==> config.mk <==
export PLATFORM = sky130hd
export DESIGN_NAME = fbc_cell
export DESIGN_NICKNAME = d
export VERILOG_FILES = /design/src/fbc_pkg.sv /design/src/fbc_cell.sv
export SDC_FILE = /design/constraint.sdc
export NUM_CORES = 1
export LEC_CHECK = 0
export BUFFER_PORTS_ARGS = -buffer_cell sky130_fd_sc_hd__buf_2
export CAP_MARGIN = 10
export CORE_MARGIN = 4
export CORE_UTILIZATION = 46
export DETAILED_ROUTE_END_ITERATION = 6
export PLACE_DENSITY_LB_ADDON = 0.2
export SYNTH_ARGS = -nofsm -noshare
export SYNTH_HDL_FRONTEND = slang
export SYNTH_SLANG_ARGS = --single-unit
==> constraint.sdc <==
create_clock -name clk_i -period 1.1 [get_ports clk_i]
set_input_delay 0.055 -clock clk_i [delete_from_list [all_inputs] [get_ports clk_i]]
set_output_delay 0.055 -clock clk_i [all_outputs]
set_load 0.05 [all_outputs]
==> src/fbc_pkg.sv <==
// Shared types and constants for the block FIR convolution filter.
// No dependencies; imported by fbc_cell, fbc_mac and fir_block_convolution.
package fbc_pkg;

  // Command codes carried in the slave-side tuser
  localparam logic [1:0] CMD_LOAD   = 2'd0;
  localparam logic [1:0] CMD_SAMPLE = 2'd1;
  localparam logic [1:0] CMD_FLUSH  = 2'd2;

  // Fixed field widths of the stream payload
  localparam int unsigned IDX_W   = 7;
  localparam int unsigned FIELD_W = 16;
  localparam int unsigned OUT_W   = 40;

  // Per-cycle controls broadcast to every tap cell
  typedef struct packed {
    logic load;    // write coefficient to the cell whose index matches
    logic shift;   // shift the delay line by one (new sample at the head)
    logic clear;   // with shift: zero the delay line behind the head
    logic rotate;  // rotate sample and coefficient around the ring
  } fbc_cell_ctrl_t;

  // Controls for the shared multiply-accumulate
  typedef struct packed {
    logic clr;     // zero the accumulator for a new request
    logic mult;    // a valid tap pair is presented this cycle
  } fbc_mac_ctrl_t;

endpackage

==> src/fbc_cell.sv <==
// One tap cell: holds one delay-line sample and one coefficient.
// Depends on fbc_pkg; instantiated once per tap by fir_block_convolution.
module fbc_cell import fbc_pkg::*; #(
  parameter int unsigned SAMPLE_BITS = 16,
  parameter int unsigned COEF_BITS   = 16,
  parameter int unsigned INDEX       = 0
) (
  input  logic                   clk_i,
  input  logic                   rst_ni,
  input  fbc_cell_ctrl_t         ctrl_i,
  input  logic [IDX_W-1:0]       coef_idx_i,
  input  logic [COEF_BITS-1:0]   coef_wr_i,
  input  logic [SAMPLE_BITS-1:0] prev_delay_i,
  input  logic [COEF_BITS-1:0]   prev_coef_i,
  output logic [SAMPLE_BITS-1:0] delay_o,
  output logic [COEF_BITS-1:0]   coef_o
);

  logic [SAMPLE_BITS-1:0] delay_q, delay_d;
  logic [COEF_BITS-1:0]   coef_q, coef_d;
  logic                   idx_hit;

  // Tap address decode against this cell's fixed position
  assign idx_hit = ({1'b0, coef_idx_i} == 8'(INDEX));

  // Next state: rotate for the MAC pass, shift on a new request, load on write
  always_comb begin
    delay_d = delay_q;
    coef_d  = coef_q;
    if (ctrl_i.rotate) begin
      delay_d = prev_delay_i;
      coef_d  = prev_coef_i;
    end else if (ctrl_i.shift) begin
      // head cell always takes the new sample; the rest clear on block start
      if (ctrl_i.clear && (INDEX != 0)) begin
        delay_d = '0;
      end else begin
        delay_d = prev_delay_i;
      end
    end else if (ctrl_i.load && idx_hit) begin
      coef_d = coef_wr_i;
    end
  end

  always_ff @(posedge clk_i or negedge rst_ni) begin
    if (!rst_ni) begin
      delay_q <= '0;
      coef_q  <= '0;
    end else begin
      delay_q <= delay_d;
      coef_q  <= coef_d;
    end
  end

  assign delay_o = delay_q;
  assign coef_o  = coef_q;

endmodule

# --- Word-level counts from Yosys, hierarchy flattened ---
# Index checks and enable logic that the tools add are counted.
# W data, S select, Z words.
op_classes:
  n_reduce_logical: 5
  eq_ne: 1
  muxes: 5
op_table:
  columns: ["cell", "n"]
  rows:
  - ["$mux W16", 5]
  - ["$logic_not A7 Y1", 1]
  - ["$reduce_bool A2 Y1", 2]
  - ["$ne A2 B2 Y1 const B", 1]
  - ["$reduce_and A2 Y1", 1]
  - ["$logic_and A1 B1 Y1", 1]
word_totals:
  wordCells: 13
  out_inout_bits: 32
  input_bits: 61
  register_bits: 32

# --- Logic depth before layout (Yosys ltp) ---
logic_depth:
  word_depth: 5
  mapped_depth: 5
  ltp_nobuf: 3

# --- Worst setup path after synthesis ---
# No wires, ideal clock.
synth_timing:
  path_kind: "input -> register"
  start: "input port coef_idx_i[5]"
  end: "register coef_q[10], in the netlist coef_o[10]"
  arrival_ns: 1.157
  stages: 5
  setup_slack_ns: -0.199
  setup_time_ns: 0.141
  t_required_ns: 0.959
  cell_sequence: "or4b_1 > buf_6 > buf_12 > o31ai_2 > a31oi_1"
synth_via:
  elab_chain_cells: 4
synth_lines:
  columns: ["item", "line_no", "source"]
  rows:
  - ["start: declaration", "fbc_cell.sv:11", "input logic [IDX_W-1:0] coef_idx_i,"]
  - ["$logic_not A7 Y1", "fbc_cell.sv:24", "assign idx_hit = ({1'b0, coef_idx_i} == 8'(INDEX));"]
  - ["$logic_and A1 B1 Y1", "fbc_cell.sv:40", "end else if (ctrl_i.load && idx_hit) begin"]
  - ["$reduce_bool A2 Y1 (no source line)", null, null]
  - ["$reduce_and A2 Y1 (no source line)", null, null]
  - ["end signal: assignment", "fbc_cell.sv:51", "coef_q <= coef_d;"]
  - ["end: declaration", "fbc_cell.sv:20", "logic [COEF_BITS-1:0] coef_q, coef_d;"]
# Every way passes these cells.
# A chain may end at the register's enable or synchronous reset.

# --- Worst setup path after layout ---
layout_timing:
  start: "register coef_q[12], in the netlist coef_o[12]"
  end: "output port coef_o[12]"
layout_lines:
  columns: ["item", "line_no", "source"]
  rows:
  - ["end: declaration", "fbc_cell.sv:16", "output logic [COEF_BITS-1:0] coef_o"]
# No word-level cell between the ends.

==> flow_summary.yaml <==
yosys:
  synth_area_leaders: "dfrtp_1 (51%), mux2_2 (12%), o31ai_2 (7.2%)"
  yosys_warnings: 0
  ys_seq_area_frac: 0.514
  synth_top_area_frac: 0.514
  syn-cell-area_mm2: 0.00156
  syn_inst: 133
  synth_fp_nets: 194
  syn_area_per_cell_um2: 11.7
  ys_ff_latch: 32
  ys_types: 18
  synth_area_leader_cell: "dfrtp_1"
power:
  p_int_mw: 2.17
  pwr-share-clk: 0.268
  pwr-share-comb: 0.325
  power_frac_seq: 0.407
  swShare: 0.342
  p_total_mw: 3.30
  p_switching_mw: 1.13
  p_leak_nw: 1.23
  powerDensity_mw_per_mm2: 1210
  ir_drop_uv: 865
min_path:
  min_from: "coef_wr_i[13]"
  min_path_cells: 3
  hp-class: "input port to flip-flop"
  hold_path_end: "coef_o[13]"
floorplanning:
  die_h_um: 66.2
  start_util: 0.494
  ios: 93
  dieArea_mm2: 0.00438
  core_area_mm2: 0.00315
  fp-row-count: 20
  die_x_um: 66.2
worst_setup_path:
  arrival_ps: 1010
  cp_slowest_cell: "dfrtp_1"
  r2r_end: "coef_o[13]"
  startpoint_type: "flip-flop"
  critical_path.cell_chain: "buf_2"
  cp_top_family: "flip-flops"
  reg2reg_depth: 2
  reg2reg_slack_ps: 290
  cp_data_required_time_ps: 1040
  worst_setup_path_end_kind: "primary output"
  critPathMaxFanout: 2
  regToRegStartpoint: "coef_o[13]"
  max_stage_delay_ps: 390
  worstSetupPathType: "flip-flop to primary output"
  critPathBufInv: 1
drt:
  final_antenna_net_count: 0
  routed_wl_mm: 5.62
  vias: 1800
  drtIter0Drc: 132
  wl_per_cell_um: 17.1
  via_per_inst: 5.47
  drt-pass1-iter-count: 4
  drc: 0
layout:
  final_common_cell: "buf_2"
  synthToLayoutAreaGrowth_pct: 75.6
  final_nets: 344
  most-common-layout-cells: "buf_2 (84), dlygate4sd3_1 (48), dfrtp_1 (32)"
  drive_gt1_frac: 0.514
timing:
  setup_ws_ps: 32.1
  fin_crit_ps: 1070
  skew_ps: 0
  fin_tns_setup_ps: 0
  tightest_slew_ps: 523
  slew_headroom: 0.652
  hold_viol: 0
  period_share: 0.971
  final_max_slew_viol_count: 0
  fmax_ghz: 0.936
  setup_viol_count_final: 0
global_routing:
  grt_max_degree: 31
  grt_use_total: 0.270
  overflow: 0
  antenna_found_initial: 0
  grt_pass1_vias: 1796
  grt_pass1_wl_mm: 8.80
clock_network:
  cts_sinks: 32
  worstSkewPairLatency_ps: 340
  cts_buffers: 5
  htreeDepth: 2
  path_clk_slew_ps: 100
  cts_tree: "done"
  cts_root_buffer: "clkbuf_4"
  cts_buffer_depth: 2
placed_design:
  dp.final_hpwl_mm: 3.28
  dp_slack_ps: -279
  routabilityCongestion: 0.777
  io_buffers: 91
flow_run:
  cap_violations: 0
status:
  status: "finished clean"
==> cell type report <==
cell class              count  area (um2)
diodes                      1        2.50
flip-flops and latches     32         801
multi-input cells          87         681
clock buffers               6        41.3
fillers                   162         415
inverters                   1        3.75
well taps                  44        55.1
clock inverters             2        35.0
repair buffers            156        1120
==> registers in the layout, indices dropped and copies added (netlist names) <==
name     count
coef_o      16
delay_o     16
==> stage by stage <==
stage	hold WS (ps)	area (um2)	util	cells
2_1_floorplan	-241	1570	-	133
3_3_place_gp	54.8	2140	0.679	271
3_5_place_dp	61.0	2140	0.679	271
4_1_cts	3.64	2690	0.852	326
5_1_grt	49.2	2740	0.867	328
6_report	51.0	2740	0.868	329
==> timing repair <==
| action | in CTS | in global routing |
|---|---|---|
| endpoints found under the hold margin | 54 | 1 |
| hold buffers | 47 | 1 |
| gates resized for setup | 0 | 9 |
| endpoints found under the setup margin | 0 | 8 |
| buffers inserted | 0 | 1 |
==> routing by layer <==
layer  track usage  up-vias  wire length (um)
met2         0.478      127              2890
met3        0.0833       25               470
met4         0.102        0               210
met1         0.301      834              2050
li1              -      814                 -
met5             0        -                 0
==> kinds of logic (layout without fill, tap and decap cells) <==
logic type	after synthesis	count (layout)	share of synthesized area
DFF	32	32	0.514
other	0	1	0
and+or+nand+nor	39	39	0.135
buffers and inverters	14	165	0.0570
muxes	16	16	0.116
AOI/OAI and AO/OA	32	32	0.179
==> Yosys cell counts <==
master and count:
a31oi_1 16, buf_6 2, buf_12 1, dfrtp_1 32, o31ai_2 9, buf_2 4
inv_1 1, nor3_1 1, mux2_2 16, or4b_1 1, o31ai_4 1, nor4b_2 1
or3_1 1, o31ai_1 6, or2_2 1, nand4_1 16, nor2_1 18, clkbuf_1 6
==> power groups by stage <==
| stage | clock network (mW) | logic, mW | registers, mW |
|---|---|---|---|
| 6_report | 0.885 | 1.07 | 1.34 |
| 5_1_grt | 0.967 | 1.13 | 1.35 |
| 4_1_cts | 0.900 | 1.04 | 1.34 |
| 3_5_place_dp | 0 | 0.909 | 1.36 |
| 3_3_place_gp | 0 | 0.889 | 1.35 |
| 2_1_floorplan | 0 | 0.216 | 1.73 |
==> worst max-delay path by stage <==
stage | start | endpoint | slack, ps | depth (start not counted)
after floorplan | coef_idx_i[5] | coef_o[10] | -180 | 5
after global routing | coef_o[12] | coef_o[12] | -1 | 1
after CTS | coef_o[7] | coef_o[7] | 30 | 1
final | coef_o[12] | coef_o[12] | 30 | 1
after detailed placement | coef_idx_i[5] | coef_o[1] | -280 | 4
after global placement | coef_idx_i[5] | coef_o[11] | -230 | 4
(Power assumes the default switching activity.)
