## src/fbc_pkg.sv

```systemverilog
// Shared types and constants for the block FIR convolution filter.
// No dependencies; imported by fbc_cell, fbc_mac and fir_block_convolution.
package fbc_pkg;

  // Command codes carried in the slave-side tuser
  localparam logic [1:0] CMD_LOAD   = 2'd0;
  localparam logic [1:0] CMD_SAMPLE = 2'd1;
  localparam logic [1:0] CMD_FLUSH  = 2'd2;

  // Fixed field widths of the stream payload
  localparam int unsigned IDX_W   = 7;
  localparam int unsigned FIELD_W = 16;
  localparam int unsigned OUT_W   = 40;

  // Per-cycle controls broadcast to every tap cell
  typedef struct packed {
    logic load;    // write coefficient to the cell whose index matches
    logic shift;   // shift the delay line by one (new sample at the head)
    logic clear;   // with shift: zero the delay line behind the head
    logic rotate;  // rotate sample and coefficient around the ring
  } fbc_cell_ctrl_t;

  // Controls for the shared multiply-accumulate
  typedef struct packed {
    logic clr;     // zero the accumulator for a new request
    logic mult;    // a valid tap pair is presented this cycle
  } fbc_mac_ctrl_t;

endpackage

```

## src/fbc_mac.sv

```systemverilog
// Shared multiply-accumulate fed from the tail of the tap ring.
// Depends on fbc_pkg; instantiated by fir_block_convolution.
module fbc_mac import fbc_pkg::*; #(
  parameter int unsigned SAMPLE_BITS = 16,
  parameter int unsigned COEF_BITS   = 16,
  parameter int unsigned ACC_W       = 40
) (
  input  logic                          clk_i,
  input  logic                          rst_ni,
  input  fbc_mac_ctrl_t                 ctrl_i,
  input  logic signed [SAMPLE_BITS-1:0] sample_i,
  input  logic signed [COEF_BITS-1:0]   coef_i,
  output logic signed [ACC_W-1:0]       acc_o
);

  localparam int unsigned PROD_W = SAMPLE_BITS + COEF_BITS;

  logic signed [PROD_W-1:0] prod_q, prod_d;
  logic                     prod_vld_q;
  logic signed [ACC_W-1:0]  acc_q, acc_d;

  assign prod_d = sample_i * coef_i;

  // Accumulate the registered product of the previous cycle
  always_comb begin
    acc_d = acc_q;
    if (ctrl_i.clr) begin
      acc_d = '0;
    end else if (prod_vld_q) begin
      acc_d = acc_q + ACC_W'(prod_q);
    end
  end

  always_ff @(posedge clk_i or negedge rst_ni) begin
    if (!rst_ni) begin
      prod_vld_q <= 1'b0;
      acc_q      <= '0;
    end else begin
      prod_vld_q <= ctrl_i.mult;
      acc_q      <= acc_d;
    end
  end

  // Product register is payload only
  always_ff @(posedge clk_i) begin
    prod_q <= prod_d;
  end

  assign acc_o = acc_q;

endmodule

```

## config.mk

```make
export PLATFORM = sky130hd
export DESIGN_NAME = fbc_mac
export DESIGN_NICKNAME = d
export VERILOG_FILES = /design/src/fbc_pkg.sv /design/src/fbc_mac.sv
export SDC_FILE = /design/constraint.sdc
export NUM_CORES = 1
export LEC_CHECK = 0
export BUFFER_PORTS_ARGS = -buffer_cell sky130_fd_sc_hd__buf_4
export CAP_MARGIN = 20
export CORE_MARGIN = 3
export CORE_UTILIZATION = 54
export DETAILED_ROUTE_END_ITERATION = 12
export PLACE_DENSITY_LB_ADDON = 0.2
export SLEW_MARGIN = 20
export SYNTH_ARGS = -nofsm -noshare
export SYNTH_HDL_FRONTEND = slang
export SYNTH_SLANG_ARGS = --single-unit
```

## constraint.sdc

```tcl
create_clock -name clk_i -period 6.8 [get_ports clk_i]
set_input_delay 1.02 -clock clk_i [delete_from_list [all_inputs] [get_ports clk_i]]
set_output_delay 1.02 -clock clk_i [all_outputs]
set_load 0.01 [all_outputs]
```

After elaboration in Yosys (flattened, before gate mapping)
Cells that the tools add are included.

cells by class
  divide/modulo/power cells = 0
  add/sub/neg operators = 1
  bitwise gates (word level) = 0
  multipliers = 1
  multiplexer cells = 2
  shift-type cells = 0
  reduce and logical (&&, ||, !) cells = 1
  equal/unequal tests = 0
  $lt $le $gt $ge = 0

operator list
  cell                                            count
  40-bit 2-to-1 mux                               2
  40-bit by 32-bit adder with 40-bit output       1
  16-bit by 16-bit multiplier with 32-bit output  1
  2-bit nonzero test                              1

word-level totals
  memories kept = 0
  latch bits = 0
  bits in read-only memories = 0
  bits of input ports = 36
  RAM bits = 0
  flip-flop bits (word level) = 73

Longest topological paths before layout
  depth after elaboration = 3
  depth in mapped cells = 25
  mapped depth without buffers = 23

Worst setup path before layout
Ideal clock, no wire load.

  path type = input to register
  from = input coef_i[1]
  to = register prod_q[31]
  arrival time = 6.692 ns
  stages = 23
  setup time = 0.074 ns
  path slack = 0.034 ns
  path through = clkbuf_1 nand2_1 inv_1 fa_1 fa_1 fa_1 fa_1 fa_1 inv_1 fa_1 inv_1 ha_1 clkbuf_1 a21o_1 a21o_1 a21oi_1 o21ai_0 a2111o_1 o22ai_1 o211ai_1 o21ai_1 a21oi_1 a31oi_1

between the ends
  longest elaborated chain between the ends = 1

RTL lines
  item                                            line           text
  start: declaration                              fbc_mac.sv:12  input logic signed [COEF_BITS-1:0] coef_i,
  16-bit by 16-bit multiplier with 32-bit output  fbc_mac.sv:22  assign prod_d = sample_i * coef_i;
  net prod_d[31]                                  fbc_mac.sv:18  logic signed [PROD_W-1:0] prod_q, prod_d;
  end signal: assignment                          fbc_mac.sv:46  prod_q <= prod_d;
  end: declaration                                fbc_mac.sv:18

The timed path passes the listed nets, and every way through them passes these cells.
A chain may end at the register's enable or synchronous reset.

Worst setup path in the final report
  from = input coef_i[1]
  to = register prod_q[29]

The elaborated chain is that of the path after synthesis.

==> metrics.log <==
INFO  metric die-width = between 150 and 200 um
INFO  metric clock_tree.root_cell = clkbuf_16
INFO  metric number_of_pins_exceeding_their_max_slew_limit_in_the_final_report = 0
INFO  metric global_route_wire_length_before_repair = ~53000 um
INFO  metric synth_cell_type_count = 54
INFO  metric place_congestion = just under 0.9
INFO  metric timing_hold_violations_final = 0
INFO  metric relative_slew_slack = between 50 and 60%
INFO  metric core-area = between 20000 and 30000 sq um
INFO  metric family_of_cells_with_the_greatest_summed_delay_on_the_critical_path = adder cells
INFO  metric wl_met3 = approximately 1100 um
INFO  metric placement.io_buffers = between 70 and 80
INFO  metric netlist_instances = 1508
INFO  metric setup_viol = 0
INFO  metric outcome = completed
INFO  metric clk_pin_slew = around 0.06 ns
INFO  metric tritoncts = built
INFO  metric num_io_pins = 76
INFO  metric max-clock-path-buffers = 2
INFO  metric synth_warnings = 0
INFO  metric max_cap_violations = 0
INFO  metric required = around 7 ns
INFO  metric detailed_place_hpwl = 26100 um
INFO  metric drt-wirelength-per-cell = roughly 16 um
INFO  metric critPathKind = primary input to register
INFO  metric cts_hold_buffers = 0
INFO  metric insertedDiodeCount = 0
INFO  metric cp_common_cell = fa_1
INFO  metric grt_remaining_overflow = 0
INFO  metric crit_slowest_cell = fa_1
INFO  metric mostFrequentLayoutCell = inv_1
INFO  metric route.final.wire_length = 31200 um
INFO  metric grt_util_all_layers = around 23%
INFO  metric grt_setup_unrepaired = no
INFO  metric arrival = 6.65 ns
INFO  metric route.top_layer_used = met4
INFO  metric grt_antenna_before_repair = 0
INFO  metric dr_total_vias = roughly 10000
INFO  metric tightest_slew = a little over 0.7 ns
INFO  metric dpl_cell_area = between 10000 and 15000 sq um
INFO  metric min-delay-path-class = register to register
INFO  metric period_share = between 90% and 100%
INFO  metric yosys_register_bits = between 70 and 80
INFO  metric maximum_number_of_pins_on_one_net_before_global_route_repair = 42
INFO  metric final.fill_count = around 2200
INFO  metric first_global_vias = between 10000 and 15000
INFO  metric routed-wl-met2 = 16200 um
INFO  metric post_drt_via_cell_ratio = between 5 and 6
INFO  metric fin_setup_tns = 0 ns
INFO  metric timing.clock.skew = 0.00755 ns
INFO  metric route.layer.met1.wl = between 10000 and 15000 um
INFO  metric post_route_cells_drive_above_1_share = 7.57%
INFO  metric number_of_enable_flip_flop_cells_after_synthesis = 0
INFO  metric post_synthesis_to_final_layout_area_growth = 8.76%
INFO  metric post-route-cell-area = approximately 15000 sq um
INFO  metric dieArea = ~28000 sq um
INFO  metric net_total_in_the_final_layout = slightly below 2000
INFO  metric drcViolationCount = 0
INFO  metric post_cts.resized_instances = 0
INFO  metric start_util = a little under three fifths
INFO  metric async_flop_share = between 50% and 60%
INFO  metric synth_area = approximately 14000 sq um
INFO  metric timing.critical_path.buf_inv = 5
INFO  metric ys.flop_type = dfrtp_1
INFO  metric drt_iter0_drc = between 500 and 600
INFO  metric core.rowCount = 58
INFO  metric die_h = 167 um
INFO  metric worst-path-max-fanout = 4
INFO  metric postCtsSetupBuffers = 0
INFO  metric cpPeakStageDelay = roughly 0.69 ns
INFO  metric cts_sinks = 73
INFO  metric timing.final.crit_period = roughly 6.4 ns
INFO  metric cts_inserted_buffers = 9
INFO  metric detail-route-antenna-nets = 0
INFO  metric cts.htree.levels = 3
INFO  metric crit_chain = buf_4 > nand2_1 > inv_1 > fa_1 > fa_1 > fa_1 > fa_1 > fa_1 > inv_1 > fa_1 > inv_1 > ha_1 > a21o_1 > a21o_1 > a21oi_1 > o21ai_0 > a2111o_1 > o22ai_1 > buf_4 > o21bai_1 > a211oi_1 > nor2_1
INFO  metric worst_setup_path_start_kind = primary input
INFO  metric post_synth_net_total = between 1500 and 2000
INFO  metric timing.fmax = ~160 MHz
INFO  metric proportion_of_synthesized_chip_area_in_sequential_cells = 12.0%
INFO  metric critical_path.endpoint_type = register
INFO  metric drtPass1Iterations = 5
INFO  metric final_cell_mix = 296 x inv_1, 263 x fa_1, 145 x nand2_1
INFO  metric insertion_delay = around 0.34 ns
INFO  metric average_size_of_a_mapped_cell = 9.24 sq um
-- area by class of cell --
class                      instances  area (sq um)  area share (%)
clock buffer                      11           243            1.60
clock inverter                     5          31.3           0.206
inverter                         296          1110            7.33
multi-input combinational       1091         11000            72.4
sequential                        73          1670            11.0
tap                              330           413            2.73
timing repair buffer              95           713            4.71
-- cells by family after synthesis --
logic type	after synthesis	share of synthesized area (%)
compound gates	209	10.2
xor+xnor	64	4.02
fa+ha+maj	384	48.7
buf+inv	344	9.27
flops	73	12.0
mux	22	1.58
simple gates	412	14.3
-- worst register-to-register path, cell delays in order, from the launching register on --
cell,delay [ns]
dfrtp_1,0.40
ha_1,0.26
fa_1,0.44
a211oi_2,0.34
o21ai_2,0.15
a31oi_4,0.27
o211ai_2,0.13
a221oi_2,0.42
o21ai_2,0.18
a211oi_1,0.27
nor2_1,0.09
o31a_1,0.24
a22o_1,0.19
-- routing by layer --
layer,vias up,GRT usage [%]
met2,217,41.3
li1,4826,-
met1,5207,30.6
met3,39,1.92
met4,0,5.02
met5,-,0
-- Yosys cell counts (3+ instances only) --
| master | number | area [sq um] |
|---|---|---|
| o21bai_1 | 10 | 75.1 |
| a211o_1 | 4 | 35.0 |
| fa_1 | 263 | 5270 |
| a31oi_1 | 8 | 50.1 |
| o22ai_1 | 3 | 18.8 |
| nand3_1 | 11 | 55.1 |
| or3_1 | 3 | 18.8 |
| xor2_1 | 16 | 140 |
| dfrtp_1 | 41 | 1030 |
| nand2b_1 | 8 | 50.1 |
| nor2b_1 | 6 | 37.5 |
| a21oi_1 | 55 | 275 |
| nand2_1 | 145 | 544 |
| nor2_1 | 85 | 319 |
| a211oi_1 | 17 | 128 |
| ha_1 | 121 | 1510 |
| a22o_1 | 5 | 43.8 |
| o21ai_0 | 29 | 145 |
| xnor2_1 | 48 | 420 |
| mux2i_1 | 22 | 220 |
| clkbuf_1 | 48 | 180 |
| inv_1 | 296 | 1110 |
| o211ai_1 | 6 | 45.0 |
| a21o_1 | 32 | 240 |
| dfxtp_1 | 32 | 641 |
| a2111oi_0 | 3 | 26.3 |
| o21a_1 | 11 | 82.6 |
| nor3_1 | 9 | 45.0 |
| and3_1 | 4 | 25.0 |
| o31ai_1 | 3 | 22.5 |
| nand4_1 | 5 | 31.3 |
| and2_1 | 129 | 807 |
-- flip-flops by register name, summed over array words and instances (netlist names) --
name        count
prod_q         32
acc_o          40
prod_vld_q      1
-- worst paths after layout --
check	endpoint	startpoint	slack (ns)	cells past startpoint
min in group asynchronous	acc_o[34]	rst_ni	0.67	1
max in group asynchronous	acc_o[11]	rst_ni	5.75	1
hold / removal	acc_o[31]	acc_o[31]	0.55	1
setup reg to reg	acc_o[32]	acc_o[0]	3.34	12
hold reg to reg	acc_o[31]	acc_o[31]	0.55	1
setup / recovery	prod_q[29]	coef_i[1]	0.38	22
-- stage by stage --
| stage | instances | util [%] | setup WS (ns) | hold WS (ns) |
|---|---|---|---|---|
| finish | 1901 | 60.0 | 0.375 | 0.547 |
| global route | 1901 | 60.0 | 0.0209 | 0.581 |
| CTS | 1901 | 60.0 | 0.326 | 0.556 |
| detailed placement | 1885 | 58.9 | -0.0280 | 0.541 |
| global placement | 1885 | 58.9 | 0.0722 | 0.530 |
| floorplan | 1508 | - | 0.0338 | 0.557 |
Power is not shown: default switching activity piles up to over one toggle a cycle in this logic, so the estimate is an artifact.
